<file path="config.mk">
export PLATFORM = sky130hd
export DESIGN_NAME = sensor_slot_table_core
export DESIGN_NICKNAME = d
export VERILOG_FILES = /design/src/rtl/core/sst_pkg.sv /design/src/rtl/core/sst_store.sv /design/src/rtl/core/sst_scan.sv /design/src/rtl/core/sensor_slot_table_core.sv
export SDC_FILE = /design/constraint.sdc
export NUM_CORES = 2
export LEC_CHECK = 0
export ABC_CLOCK_PERIOD_IN_PS = 5900
export BUFFER_PORTS_ARGS = -buffer_cell sky130_fd_sc_hd__buf_4
export CAP_MARGIN = 20
export CELL_PAD_IN_SITES_DETAIL_PLACEMENT = 1
export CELL_PAD_IN_SITES_GLOBAL_PLACEMENT = 1
export CORE_MARGIN = 8
export CORE_UTILIZATION = 57
export CTS_BUF_LIST = sky130_fd_sc_hd__clkbuf_2
export DETAILED_ROUTE_END_ITERATION = 16
export GPL_TIMING_DRIVEN = 0
export HOLD_SLACK_MARGIN = 0.06
export PLACE_DENSITY_LB_ADDON = 0.12
export REMOVE_ABC_BUFFERS = 1
export SYNTH_ARGS = -nofsm -noshare
export SYNTH_HDL_FRONTEND = slang
export SYNTH_HIERARCHICAL = 1
export SYNTH_SLANG_ARGS = --single-unit
</file>
<file path="constraint.sdc">
create_clock -name aclk -period 5.9 [get_ports aclk]
set_input_delay 1.18 -clock aclk [delete_from_list [all_inputs] [get_ports aclk]]
set_output_delay 1.18 -clock aclk [all_outputs]
set_load 0.005 [all_outputs]
</file>
<file path="src/rtl/core/sst_pkg.sv">
// Shared types, codes and constants of the sensor slot table.
package sst_pkg;

    // Command codes carried on the input tuser.
    localparam logic [2:0] CMD_LOOKUP    = 3'd0;
    localparam logic [2:0] CMD_WRITE     = 3'd1;
    localparam logic [2:0] CMD_CLEAR     = 3'd2;
    localparam logic [2:0] CMD_EXPIRE    = 3'd3;
    localparam logic [2:0] CMD_CLEAR_ALL = 3'd4;

    // Status codes carried on the output tuser.
    localparam logic [1:0] STAT_DONE      = 2'd0;
    localparam logic [1:0] STAT_REPLACE   = 2'd1;
    localparam logic [1:0] STAT_NOT_FOUND = 2'd2;
    localparam logic [1:0] STAT_INVALID   = 2'd3;

    localparam int SECONDS_PER_MINUTE = 60;
    localparam int LIMIT_W            = 22;

    // One slot entry, node key in the lowest byte.
    typedef struct packed {
        logic [7:0]  flags;
        logic [31:0] stamp;
        logic [7:0]  sensor;
        logic [7:0]  type_key;
        logic [7:0]  node;
    } entry_t;

    // Memory port controls issued by the sequencer.
    typedef struct packed {
        logic rd_en;
        logic wr_en;
        logic clr_en;
        logic clr_all;
    } store_req_t;

    // Scan start controls.
    typedef struct packed {
        logic start;
        logic expire;
        logic want_oldest;
    } scan_ctl_t;

endpackage

</file>
<file path="src/rtl/core/sst_store.sv">
// Slot memory with per-entry valid bits and a registered read port.
module sst_store import sst_pkg::*; #(
    parameter int SLOTS = 64,
    parameter int IDX_W = 6
) (
    input  logic             aclk,
    input  logic             aresetn,
    input  store_req_t       req,
    input  logic [IDX_W-1:0] rd_addr,
    input  logic [IDX_W-1:0] wr_addr,
    input  entry_t           wr_entry,
    output entry_t           rd_entry
);

    entry_t            mem [SLOTS];
    logic [SLOTS-1:0]  valid_reg;
    entry_t            rdata_reg;
    logic              rvalid_reg;

    always_ff @(posedge aclk) begin
        if (req.wr_en) begin
            mem[wr_addr] <= wr_entry;
        end
        if (req.rd_en) begin
            rdata_reg  <= mem[rd_addr];
            rvalid_reg <= valid_reg[rd_addr];
        end
    end

    // A slot that was never written since the last clear reads as all zeros.
    always_ff @(posedge aclk) begin
        if (!aresetn) begin
            valid_reg <= '0;
        end else if (req.clr_all) begin
            valid_reg <= '0;
        end else if (req.wr_en) begin
            valid_reg[wr_addr] <= 1'b1;
        end else if (req.clr_en) begin
            valid_reg[wr_addr] <= 1'b0;
        end
    end

    assign rd_entry = rvalid_reg ? rdata_reg : '0;

endmodule

</file>
<file path="src/rtl/core/sst_scan.sv">
// Per-slot evaluation during a scan: key match, replacement choice and expiry.
module sst_scan import sst_pkg::*; #(
    parameter int IDX_W = 6
) (
    input  logic             aclk,
    input  logic             aresetn,
    input  scan_ctl_t        ctl,
    input  logic [7:0]       node_i,
    input  logic [7:0]       type_i,
    input  logic [7:0]       sensor_i,
    input  logic [31:0]      now_i,
    input  logic [15:0]      age_i,
    input  logic             rd_vld,
    input  logic [IDX_W-1:0] rd_idx,
    input  entry_t           rd_entry,
    output logic             expire_hit,
    output logic [IDX_W-1:0] res_idx,
    output logic [1:0]       res_status
);

    logic               expire_reg;
    logic               want_reg;
    logic [7:0]         node_reg;
    logic [7:0]         type_reg;
    logic [7:0]         sensor_reg;
    logic [31:0]        now_reg;
    logic [LIMIT_W-1:0] limit_reg;
    logic               hit_reg;
    logic [IDX_W-1:0]   hit_idx_reg;
    logic               blank_reg;
    logic [IDX_W-1:0]   blank_idx_reg;
    logic [IDX_W-1:0]   cand_idx_reg;
    logic [31:0]        cand_t_reg;

    logic match;
    logic blank;
    logic older;
    logic [31:0] elapsed;

    always_comb begin
        match   = (rd_entry.node == node_reg) && (rd_entry.type_key == type_reg) &&
                  (rd_entry.sensor == sensor_reg);
        blank   = (rd_entry.node == 8'd0) && (rd_entry.type_key == 8'd0) &&
                  (rd_entry.sensor == 8'd0);
        older   = (cand_t_reg == 32'd0) ||
                  ((rd_entry.stamp != 32'd0) && (rd_entry.stamp < cand_t_reg));
        elapsed = now_reg - rd_entry.stamp;
        expire_hit = rd_vld && expire_reg && (rd_entry.sensor != 8'd0) &&
                     (rd_entry.stamp != 32'd0) && (elapsed > {10'd0, limit_reg});
    end

    always_ff @(posedge aclk) begin
        if (!aresetn) begin
            expire_reg <= 1'b0;
            want_reg   <= 1'b0;
            hit_reg    <= 1'b0;
            blank_reg  <= 1'b0;
        end else if (ctl.start) begin
            expire_reg <= ctl.expire;
            want_reg   <= ctl.want_oldest;
            hit_reg    <= 1'b0;
            blank_reg  <= 1'b0;
        end else if (rd_vld && !expire_reg) begin
            if (!hit_reg && match) begin
                hit_reg <= 1'b1;
            end
            if (!blank_reg && blank) begin
                blank_reg <= 1'b1;
            end
        end
    end

    // Keys, limit and the running candidate need no reset.
    always_ff @(posedge aclk) begin
        if (ctl.start) begin
            node_reg     <= node_i;
            type_reg     <= type_i;
            sensor_reg   <= sensor_i;
            now_reg      <= now_i;
            limit_reg    <= LIMIT_W'(age_i) * LIMIT_W'(SECONDS_PER_MINUTE);
            cand_idx_reg <= '0;
            cand_t_reg   <= '0;
        end else if (rd_vld && !expire_reg) begin
            if (!hit_reg && match) begin
                hit_idx_reg <= rd_idx;
            end
            if (!blank_reg) begin
                if (blank) begin
                    blank_idx_reg <= rd_idx;
                end else if (older) begin
                    cand_idx_reg <= rd_idx;
                    cand_t_reg   <= rd_entry.stamp;
                end
            end
        end
    end

    always_comb begin
        res_idx    = '0;
        res_status = STAT_DONE;
        if (!expire_reg) begin
            if (hit_reg) begin
                res_idx = hit_idx_reg;
            end else if (want_reg) begin
                res_idx    = blank_reg ? blank_idx_reg : cand_idx_reg;
                res_status = STAT_REPLACE;
            end else begin
                res_status = STAT_NOT_FOUND;
            end
        end
    end

endmodule

</file>
<file path="src/rtl/core/sensor_slot_table_core.sv">
// Sensor slot table: keyed slot store with lookup, replacement choice and expiry.
// Lookups with a nonzero sensor key and expire walk the whole table before the result is
// registered; the single read port visits one slot per cycle. Write, clear, clear-all,
// zero-key lookups and undefined commands go to the result register without a scan. A new
// word is taken only when idle, once the last result is loaded into the output register.
// Synchronous active-low reset empties every slot at once through the valid bits
// and leaves the block idle with no result pending.
module sensor_slot_table_core import sst_pkg::*; #(
    parameter int SLOTS = 64
) (
    input  logic         aclk,
    input  logic         aresetn,
    // Input channel.
    input  logic         s_tvalid,
    output logic         s_tready,
    // s_tdata, low bit up: node_id[7:0], type_key[15:8], sensor_key[23:16],
    // want_oldest[24], slot[30:25], logged_time[62:31], flag_bits[70:63],
    // now_seconds[102:71], age_minutes[118:103], zero pad[119].
    input  logic [119:0] s_tdata,
    // s_tuser: command[2:0].
    input  logic [2:0]   s_tuser,
    // Result channel.
    output logic         m_tvalid,
    input  logic         m_tready,
    // m_tdata, low bit up: slot_index[5:0], zero pad[7:6].
    output logic [7:0]   m_tdata,
    // m_tuser: status[1:0].
    output logic [1:0]   m_tuser
);

    localparam int IDX_W = (SLOTS > 1) ? $clog2(SLOTS) : 1;
    localparam logic [IDX_W-1:0] LAST_IDX = IDX_W'(SLOTS - 1);

    // Sequencer states.
    localparam logic [1:0] S_IDLE   = 2'd0;
    localparam logic [1:0] S_SCAN   = 2'd1;
    localparam logic [1:0] S_RESULT = 2'd2;

    // Unpacked input word.
    logic [7:0]  in_node;
    logic [7:0]  in_type;
    logic [7:0]  in_sensor;
    logic        in_want;
    logic [5:0]  in_slot;
    logic [31:0] in_ltime;
    logic [7:0]  in_flags;
    logic [31:0] in_now;
    logic [15:0] in_age;

    assign in_node   = s_tdata[7:0];
    assign in_type   = s_tdata[15:8];
    assign in_sensor = s_tdata[23:16];
    assign in_want   = s_tdata[24];
    assign in_slot   = s_tdata[30:25];
    assign in_ltime  = s_tdata[62:31];
    assign in_flags  = s_tdata[70:63];
    assign in_now    = s_tdata[102:71];
    assign in_age    = s_tdata[118:103];

    logic [1:0]       state_reg;
    logic             issue_reg;
    logic [IDX_W-1:0] addr_reg;
    logic             rd_vld_reg;
    logic             rd_last_reg;
    logic [IDX_W-1:0] rd_idx_reg;
    logic             from_scan_reg;
    logic [1:0]       res_status_reg;
    logic             m_tvalid_reg;
    logic [5:0]       m_idx_reg;
    logic [1:0]       m_status_reg;

    logic             accept;
    logic             slot_ok;
    logic             scan_start;
    logic [1:0]       direct_status;
    store_req_t       store_req;
    scan_ctl_t        scan_ctl;
    logic [IDX_W-1:0] wr_addr;
    entry_t           wr_entry;
    entry_t           rd_entry;
    logic             expire_hit;
    logic [IDX_W-1:0] scan_idx;
    logic [1:0]       scan_status;

    assign s_tready = (state_reg == S_IDLE);
    assign accept   = s_tvalid && s_tready;
    // The slot field can name entries beyond a small table.
    assign slot_ok  = 32'(in_slot) < 32'(SLOTS);

    // Lookups with a usable key and expiry walk the whole table.
    assign scan_start = accept && (((s_tuser == CMD_LOOKUP) && (in_sensor != 8'd0)) ||
                                   (s_tuser == CMD_EXPIRE));

    always_comb begin
        unique case (s_tuser)
            CMD_LOOKUP:             direct_status = STAT_INVALID;
            CMD_WRITE, CMD_CLEAR:   direct_status = slot_ok ? STAT_DONE : STAT_INVALID;
            CMD_EXPIRE:             direct_status = STAT_DONE;
            CMD_CLEAR_ALL:          direct_status = STAT_DONE;
            default:                direct_status = STAT_INVALID;
        endcase
    end

    // Writes and single clears happen on acceptance; expiry clears each slot
    // the cycle after it is read, while the next slot is being read.
    always_comb begin
        store_req.rd_en   = (state_reg == S_SCAN) && issue_reg;
        store_req.wr_en   = accept && (s_tuser == CMD_WRITE) && slot_ok;
        store_req.clr_en  = (accept && (s_tuser == CMD_CLEAR) && slot_ok) || expire_hit;
        store_req.clr_all = accept && (s_tuser == CMD_CLEAR_ALL);
        wr_addr           = (state_reg == S_SCAN) ? rd_idx_reg : IDX_W'(in_slot);
        wr_entry.flags    = in_flags;
        wr_entry.stamp    = in_ltime;
        wr_entry.sensor   = in_sensor;
        wr_entry.type_key = in_type;
        wr_entry.node     = in_node;
        scan_ctl.start       = scan_start;
        scan_ctl.expire      = (s_tuser == CMD_EXPIRE);
        scan_ctl.want_oldest = in_want;
    end

    sst_store #(
        .SLOTS (SLOTS),
        .IDX_W (IDX_W)
    ) u_store (
        .aclk     (aclk),
        .aresetn  (aresetn),
        .req      (store_req),
        .rd_addr  (addr_reg),
        .wr_addr  (wr_addr),
        .wr_entry (wr_entry),
        .rd_entry (rd_entry)
    );

    sst_scan #(
        .IDX_W (IDX_W)
    ) u_scan (
        .aclk       (aclk),
        .aresetn    (aresetn),
        .ctl        (scan_ctl),
        .node_i     (in_node),
        .type_i     (in_type),
        .sensor_i   (in_sensor),
        .now_i      (in_now),
        .age_i      (in_age),
        .rd_vld     (rd_vld_reg),
        .rd_idx     (rd_idx_reg),
        .rd_entry   (rd_entry),
        .expire_hit (expire_hit),
        .res_idx    (scan_idx),
        .res_status (scan_status)
    );

    // Sequencer: issue one read per cycle during a scan, then hand the result
    // to the output register as soon as that register is free.
    always_ff @(posedge aclk) begin
        if (!aresetn) begin
            state_reg     <= S_IDLE;
            issue_reg     <= 1'b0;
            addr_reg      <= '0;
            rd_vld_reg    <= 1'b0;
            rd_last_reg   <= 1'b0;
            from_scan_reg <= 1'b0;
            m_tvalid_reg  <= 1'b0;
        end else begin
            rd_vld_reg  <= store_req.rd_en;
            rd_last_reg <= store_req.rd_en && (addr_reg == LAST_IDX);
            // The output register loads a result when it is free or being emptied.
            if ((state_reg == S_RESULT) && (!m_tvalid_reg || m_tready)) begin
                m_tvalid_reg <= 1'b1;
            end else if (m_tready) begin
                m_tvalid_reg <= 1'b0;
            end
            unique case (state_reg)
                S_IDLE: begin
                    if (accept) begin
                        from_scan_reg <= scan_start;
                        if (scan_start) begin
                            state_reg <= S_SCAN;
                            issue_reg <= 1'b1;
                            addr_reg  <= '0;
                        end else begin
                            state_reg <= S_RESULT;
                        end
                    end
                end
                S_SCAN: begin
                    if (issue_reg) begin
                        if (addr_reg == LAST_IDX) begin
                            issue_reg <= 1'b0;
                        end else begin
                            addr_reg <= addr_reg + 1'b1;
                        end
                    end
                    // The last slot is evaluated at this edge; the scan result
                    // is settled from the next cycle on.
                    if (rd_last_reg) begin
                        state_reg <= S_RESULT;
                    end
                end
                S_RESULT: begin
                    if (!m_tvalid_reg || m_tready) begin
                        state_reg <= S_IDLE;
                    end
                end
                default: begin
                    state_reg <= S_IDLE;
                end
            endcase
        end
    end

    // Result payload registers.
    always_ff @(posedge aclk) begin
        rd_idx_reg <= addr_reg;
        if (accept) begin
            res_status_reg <= direct_status;
        end
        if ((state_reg == S_RESULT) && (!m_tvalid_reg || m_tready)) begin
            m_idx_reg    <= from_scan_reg ? 6'(scan_idx) : 6'd0;
            m_status_reg <= from_scan_reg ? scan_status : res_status_reg;
        end
    end

    assign m_tvalid = m_tvalid_reg;
    assign m_tdata  = {2'b00, m_idx_reg};
    assign m_tuser  = m_status_reg;

endmodule

</file>
Word level (Yosys, flattened, before mapping)
Memory sizes are Yosys's and may differ from the RTL's. A register that Yosys moved wholly into a read port is not among the register bits.
Index checks and enable logic that the tools add are counted.
{"block": "word_totals", "n_memories": 1, "ram_bits": 4096, "ff_bits": 224, "input_bits": 127}
{"memory": "u_store.mem", "depth": 64, "width": 64, "read_ports": 1, "rd_ports_with_merged_regs": 1, "write_ports": 1, "line_no": "sst_store.sv:15", "rtl": "entry_t mem [SLOTS];"}
{"block": "op_classes", "eq_ne": 16, "mul": 1, "n_lt_le_gt_ge": 5, "n_mux": 35, "n_bitwise": 8, "n_reduce_logical": 55, "n_addsub": 2}
{"cell": "64-bit 2-to-1 mux", "count": 2}
{"cell": "64-bit AND", "count": 1}
{"cell": "64-bit NOT", "count": 1}
{"cell": "64-bit OR", "count": 1}
{"cell": "56-bit 2-to-1 mux", "count": 1}
{"cell": "6-bit 2-to-1 mux", "count": 8}
{"cell": "32-bit by 22-bit > comparator with 1-bit output", "count": 1}
{"cell": "32-bit zero test", "count": 1}
{"cell": "32-bit less-than comparator", "count": 1}
{"cell": "32-bit nonzero test", "count": 1}
{"cell": "32-bit subtractor", "count": 1}
{"cell": "8-bit == test", "count": 3}
{"cell": "8-bit zero test", "count": 3}
{"cell": "1-bit logical AND", "count": 22}
{"cell": "16-bit by 4-bit multiplier with 20-bit output (second input constant)", "count": 1}
{"cell": "2-bit 2-to-1 mux", "count": 9}
{"cell": "8-bit nonzero test", "count": 2}
{"cell": "6-bit by 7-bit less-than comparator with 1-bit output (second input constant)", "count": 2}
{"cell": "6-bit case mux with 2 select lines", "count": 1}
{"cell": "1-bit 2-to-1 mux", "count": 10}
{"cell": "3-bit AND reduction", "count": 3}
{"cell": "4-bit AND reduction", "count": 2}
{"cell": "6-bit by 1-bit adder with 6-bit output (second input constant)", "count": 1}
{"cell": "1-bit binary-select mux with 6-bit select", "count": 1}
{"cell": "other kinds (22)", "count": 43}

Logic depth before layout (Yosys ltp)
{"block": "logic_depth", "word_depth": 10, "mapped_depth": 29, "ltp_nobuf": 27}

Modules after synthesis
Netlist, hierarchy kept.
{"module": "sst_store", "area_each_um2": 159805.8, "cells_each": 6901, "instances": 1}
{"module": "sst_scan", "area_each_um2": 9560.4, "cells_each": 924, "instances": 1}
{"module": "sensor_slot_table_core", "area_each_um2": 1251.2, "cells_each": 131, "instances": 1}

Least setup slack after synthesis
Ideal clock, no wire load.
{"block": "synth_timing", "path_type": "register to register", "startpoint": "register u_store.rvalid_reg", "endpoint": "register with a tool-made name", "stages_incl_launch_ff": 30, "t_arrival_ns": 5.172, "slack_ns": 0.658, "period_less_slack_ns": 5.242, "n_path_buf": 2, "cell_sequence": "edfxtp_1 clkbuf_1 clkbuf_1 and2_1 inv_1 ha_1 a21o_1 nor2_2 a21oi_1 a31oi_1 o21ai_0 a21o_1 a21oi_1 xnor2_1 ha_1 a21o_1 a21o_1 a21oi_1 o21ai_0 a221oi_1 a221oi_1 a2111oi_0 nand3_1 nor3_1 a41oi_1 a31o_2 nor2b_1 nand3_1 o21ai_0 a21oi_1"}
{"item": "from (decl)", "line_no": "sst_store.sv:18", "rtl": "logic rvalid_reg;"}
{"item": "from (signal assigned)", "line_no": "sst_store.sv:26", "rtl": "rvalid_reg <= valid_reg[rd_addr];"}

==> flow_metrics.env <==
export IMPL_outcome="finished, violations left"
export IMPL_violations_in_the_final_reports="negative setup slack"
export IMPL_worstSetupStartpointType="flip-flop"
export IMPL_detailed_place_hpwl_um=259600
export IMPL_detailroute_via_count=84734
export IMPL_mostFrequentLayoutCell="sky130_fd_sc_hd__edfxtp_1"
export IMPL_mappedNetlistArea_um2=151300
export IMPL_net_switching_power_mw=12.01
export IMPL_worst_skew_pair_late_latency_ns=2.23
export IMPL_slew_limit_headroom_pct=17.64
export IMPL_globalplace_congestion=0.7841
export IMPL_clock_path_buffers=4
export IMPL_grt_pass1_wl_um=651600
export IMPL_total_power_mw=49.21
export IMPL_fin_cells=12596
export IMPL_max_vdd_ir_drop_mv=0.1906
export IMPL_grt_setup_unrepaired="true"
export IMPL_fmax_mhz=162.1
export IMPL_initial_core_util_pct=57.17
export IMPL_layout_filler_cells=21977
export IMPL_grt_pass1_vias=87808
export IMPL_post_route_setup_slack_ns=-0.2679
export IMPL_finalCritPeriodShare_pct=104.5
export IMPL_hold_class="input pin to flip-flop"
export IMPL_portBuffers=127
export IMPL_fin_worst_hold_slack_ns=0.2811
export IMPL_post_route_min_period_ns=6.168
export IMPL_pwr_share_clk_pct=35.4
export IMPL_crit_path_end_kind="flip-flop"
export IMPL_clock_slew_at_reported_path_ffs_ns=0.14
export IMPL_grt_overflow=0
export IMPL_routed_wire_length_per_instance_um=37.46
export IMPL_drc=0
export IMPL_antenna_left=0
export IMPL_io_pin_count=139
export IMPL_numClockSinks=3863
export IMPL_clk_root_buffer_cell="sky130_fd_sc_hd__clkbuf_2"
export IMPL_synth_warnings=6
export IMPL_placed_cells_incl_taps=10606
export IMPL_cts_tree="done"
export IMPL_largest_register_ff_count=3584
export IMPL_layout_drive_gt1_share_pct=32.24
export IMPL_p_seq_share_pct=61.2
export IMPL_htree_num_levels=6
export IMPL_coreArea_um2=264600
export IMPL_fp_dieH_um=531.2
export IMPL_clock_buffer_count_from_cts=912
export IMPL_post_drt_via_cell_ratio=6.727
export IMPL_worst_ep_required_time_ns=7.95
export IMPL_area_enclosed_by_the_die_boundary_um2=282200
export IMPL_syn_inst=7196
export IMPL_final_hold_violation_count=0
export IMPL_grt_resource_usage_total_pct=32.92
export IMPL_syn_area_cell_um2=21.02
export IMPL_post_route_skew_ns=0.1338
export IMPL_dr_first_iter_drc_count=12009
export IMPL_critPathMaxFanout=8
export IMPL_intPower_mw=37.20
export IMPL_die_w_um=531.2
export IMPL_drt_wirelength_um=471800
export IMPL_power_share_combinational_pct=3.4
export IMPL_critical_path_class="flip-flop to flip-flop"
export IMPL_final_nets=8612
export IMPL_crit_arrival_ns=8.22
export IMPL_pin_count_of_the_biggest_net_entering_global_routing=127
export IMPL_number_of_antenna_violations_at_the_first_check_in_global_routing=19
export IMPL_worst_pin_slew_ns=1.231
export IMPL_setup_viol_count_final=64
export IMPL_max_cap_violations=0
export IMPL_detail_route_first_pass_iterations=6
export IMPL_cp_slowest_cell="sky130_fd_sc_hd__or4_4"
export IMPL_floorplan_rows=189
export IMPL_flow_area_growth_from_synthesis_pct=13.93
export IMPL_crit_path_max_incr_delay_ns=0.55
export IMPL_final_max_slew_viol_count=0
export IMPL_most_frequent_cells_in_the_layout="sky130_fd_sc_hd__edfxtp_1, sky130_fd_sc_hd__clkbuf_2, sky130_fd_sc_hd__mux4_2"
export IMPL_power_switching_fraction_pct=24.40
export IMPL_powerDensity_nw_per_um2=285.5
export IMPL_power_leakage_nw=54.86
==> power groups by stage <==
stage               sequential, mW  combinational (mW)  clock, mW
finish                        30.1                1.67       17.4
global route                  30.1                1.78       19.0
CTS                           30.1                1.58       17.7
detailed placement            30.8                1.24          0
global placement              30.8                1.37          0
floorplan                     30.8               0.743          0
==> area by class of cell <==
type	instances	area [µm²]	share of cell area [%]
Timing Repair Buffer	658	9434	5.473
Clock inverter	304	1695	0.9836
Inverter	169	924.6	0.5364
Tap cell	3533	4420	2.565
Clock buffer	1306	6536	3.792
Antenna cell	18	45.04	0.02613
Sequential cell	3863	114800	66.59
Multi-Input combinational cell	2745	34540	20.04
==> through the flow <==
stage / util, % / worst slack [ns] / setup TNS [ns] / area [µm²]
4_1_cts: 64.89 / -0.01524 / -0.03908 / 171700
3_3_place_gp: 58.45 / -67.35 / -8585.34 / 154700
6_report: 65.14 / -0.2679 / -8.639 / 172400
2_1_floorplan: - / -32.64 / -2148.82 / 149300
5_1_grt: 65.13 / -0.2811 / -10.67 / 172300
3_5_place_dp: 60.22 / -1.449 / -80.35 / 159400
==> metal layers <==
layer	vias to the layer above	GRT usage [%]	wire [µm]
li1	32900	-	-
met1	44587	45.10	171300
met2	6136	51.52	220400
met3	1101	7.926	56710
met4	10	13.92	23360
met5	-	0	69
==> path summary, 6_finish.rpt <==
path / depth (start not counted) / endpoint / slack (ns) / startpoint
min: 3 / u_scan/now_reg[29] / 0.28 / s_tdata[100]
min reg2reg: 2 / flip-flop / 0.48 / flip-flop
max reg2reg: 28 / flip-flop / -0.27 / u_store/rvalid_reg
max: 28 / flip-flop / -0.27 / u_store/rvalid_reg
==> worst max-delay path: cells and delay by family (launching register included) <==
family          cells  cell delay (ns)
compound gates     12             2.41
simple gates       10             1.98
fa+ha+maj           2             0.66
flops               1             0.44
buf+inv             3             0.40
xor+xnor            1             0.16
==> timing repair <==
| action | 4_1_cts | 5_1_grt |
|---|---|---|
| setup buffers | 8 | 27 |
| hold buffers | 323 | 0 |
| setup endpoints to repair | 64 | 64 |
| pin swaps | 18 | 74 |
| hold endpoints to repair | 4503 | 0 |
| resized for setup | 51 | 114 |
| cloned | 1 | 2 |
Power figures use the tool's default switching activity.
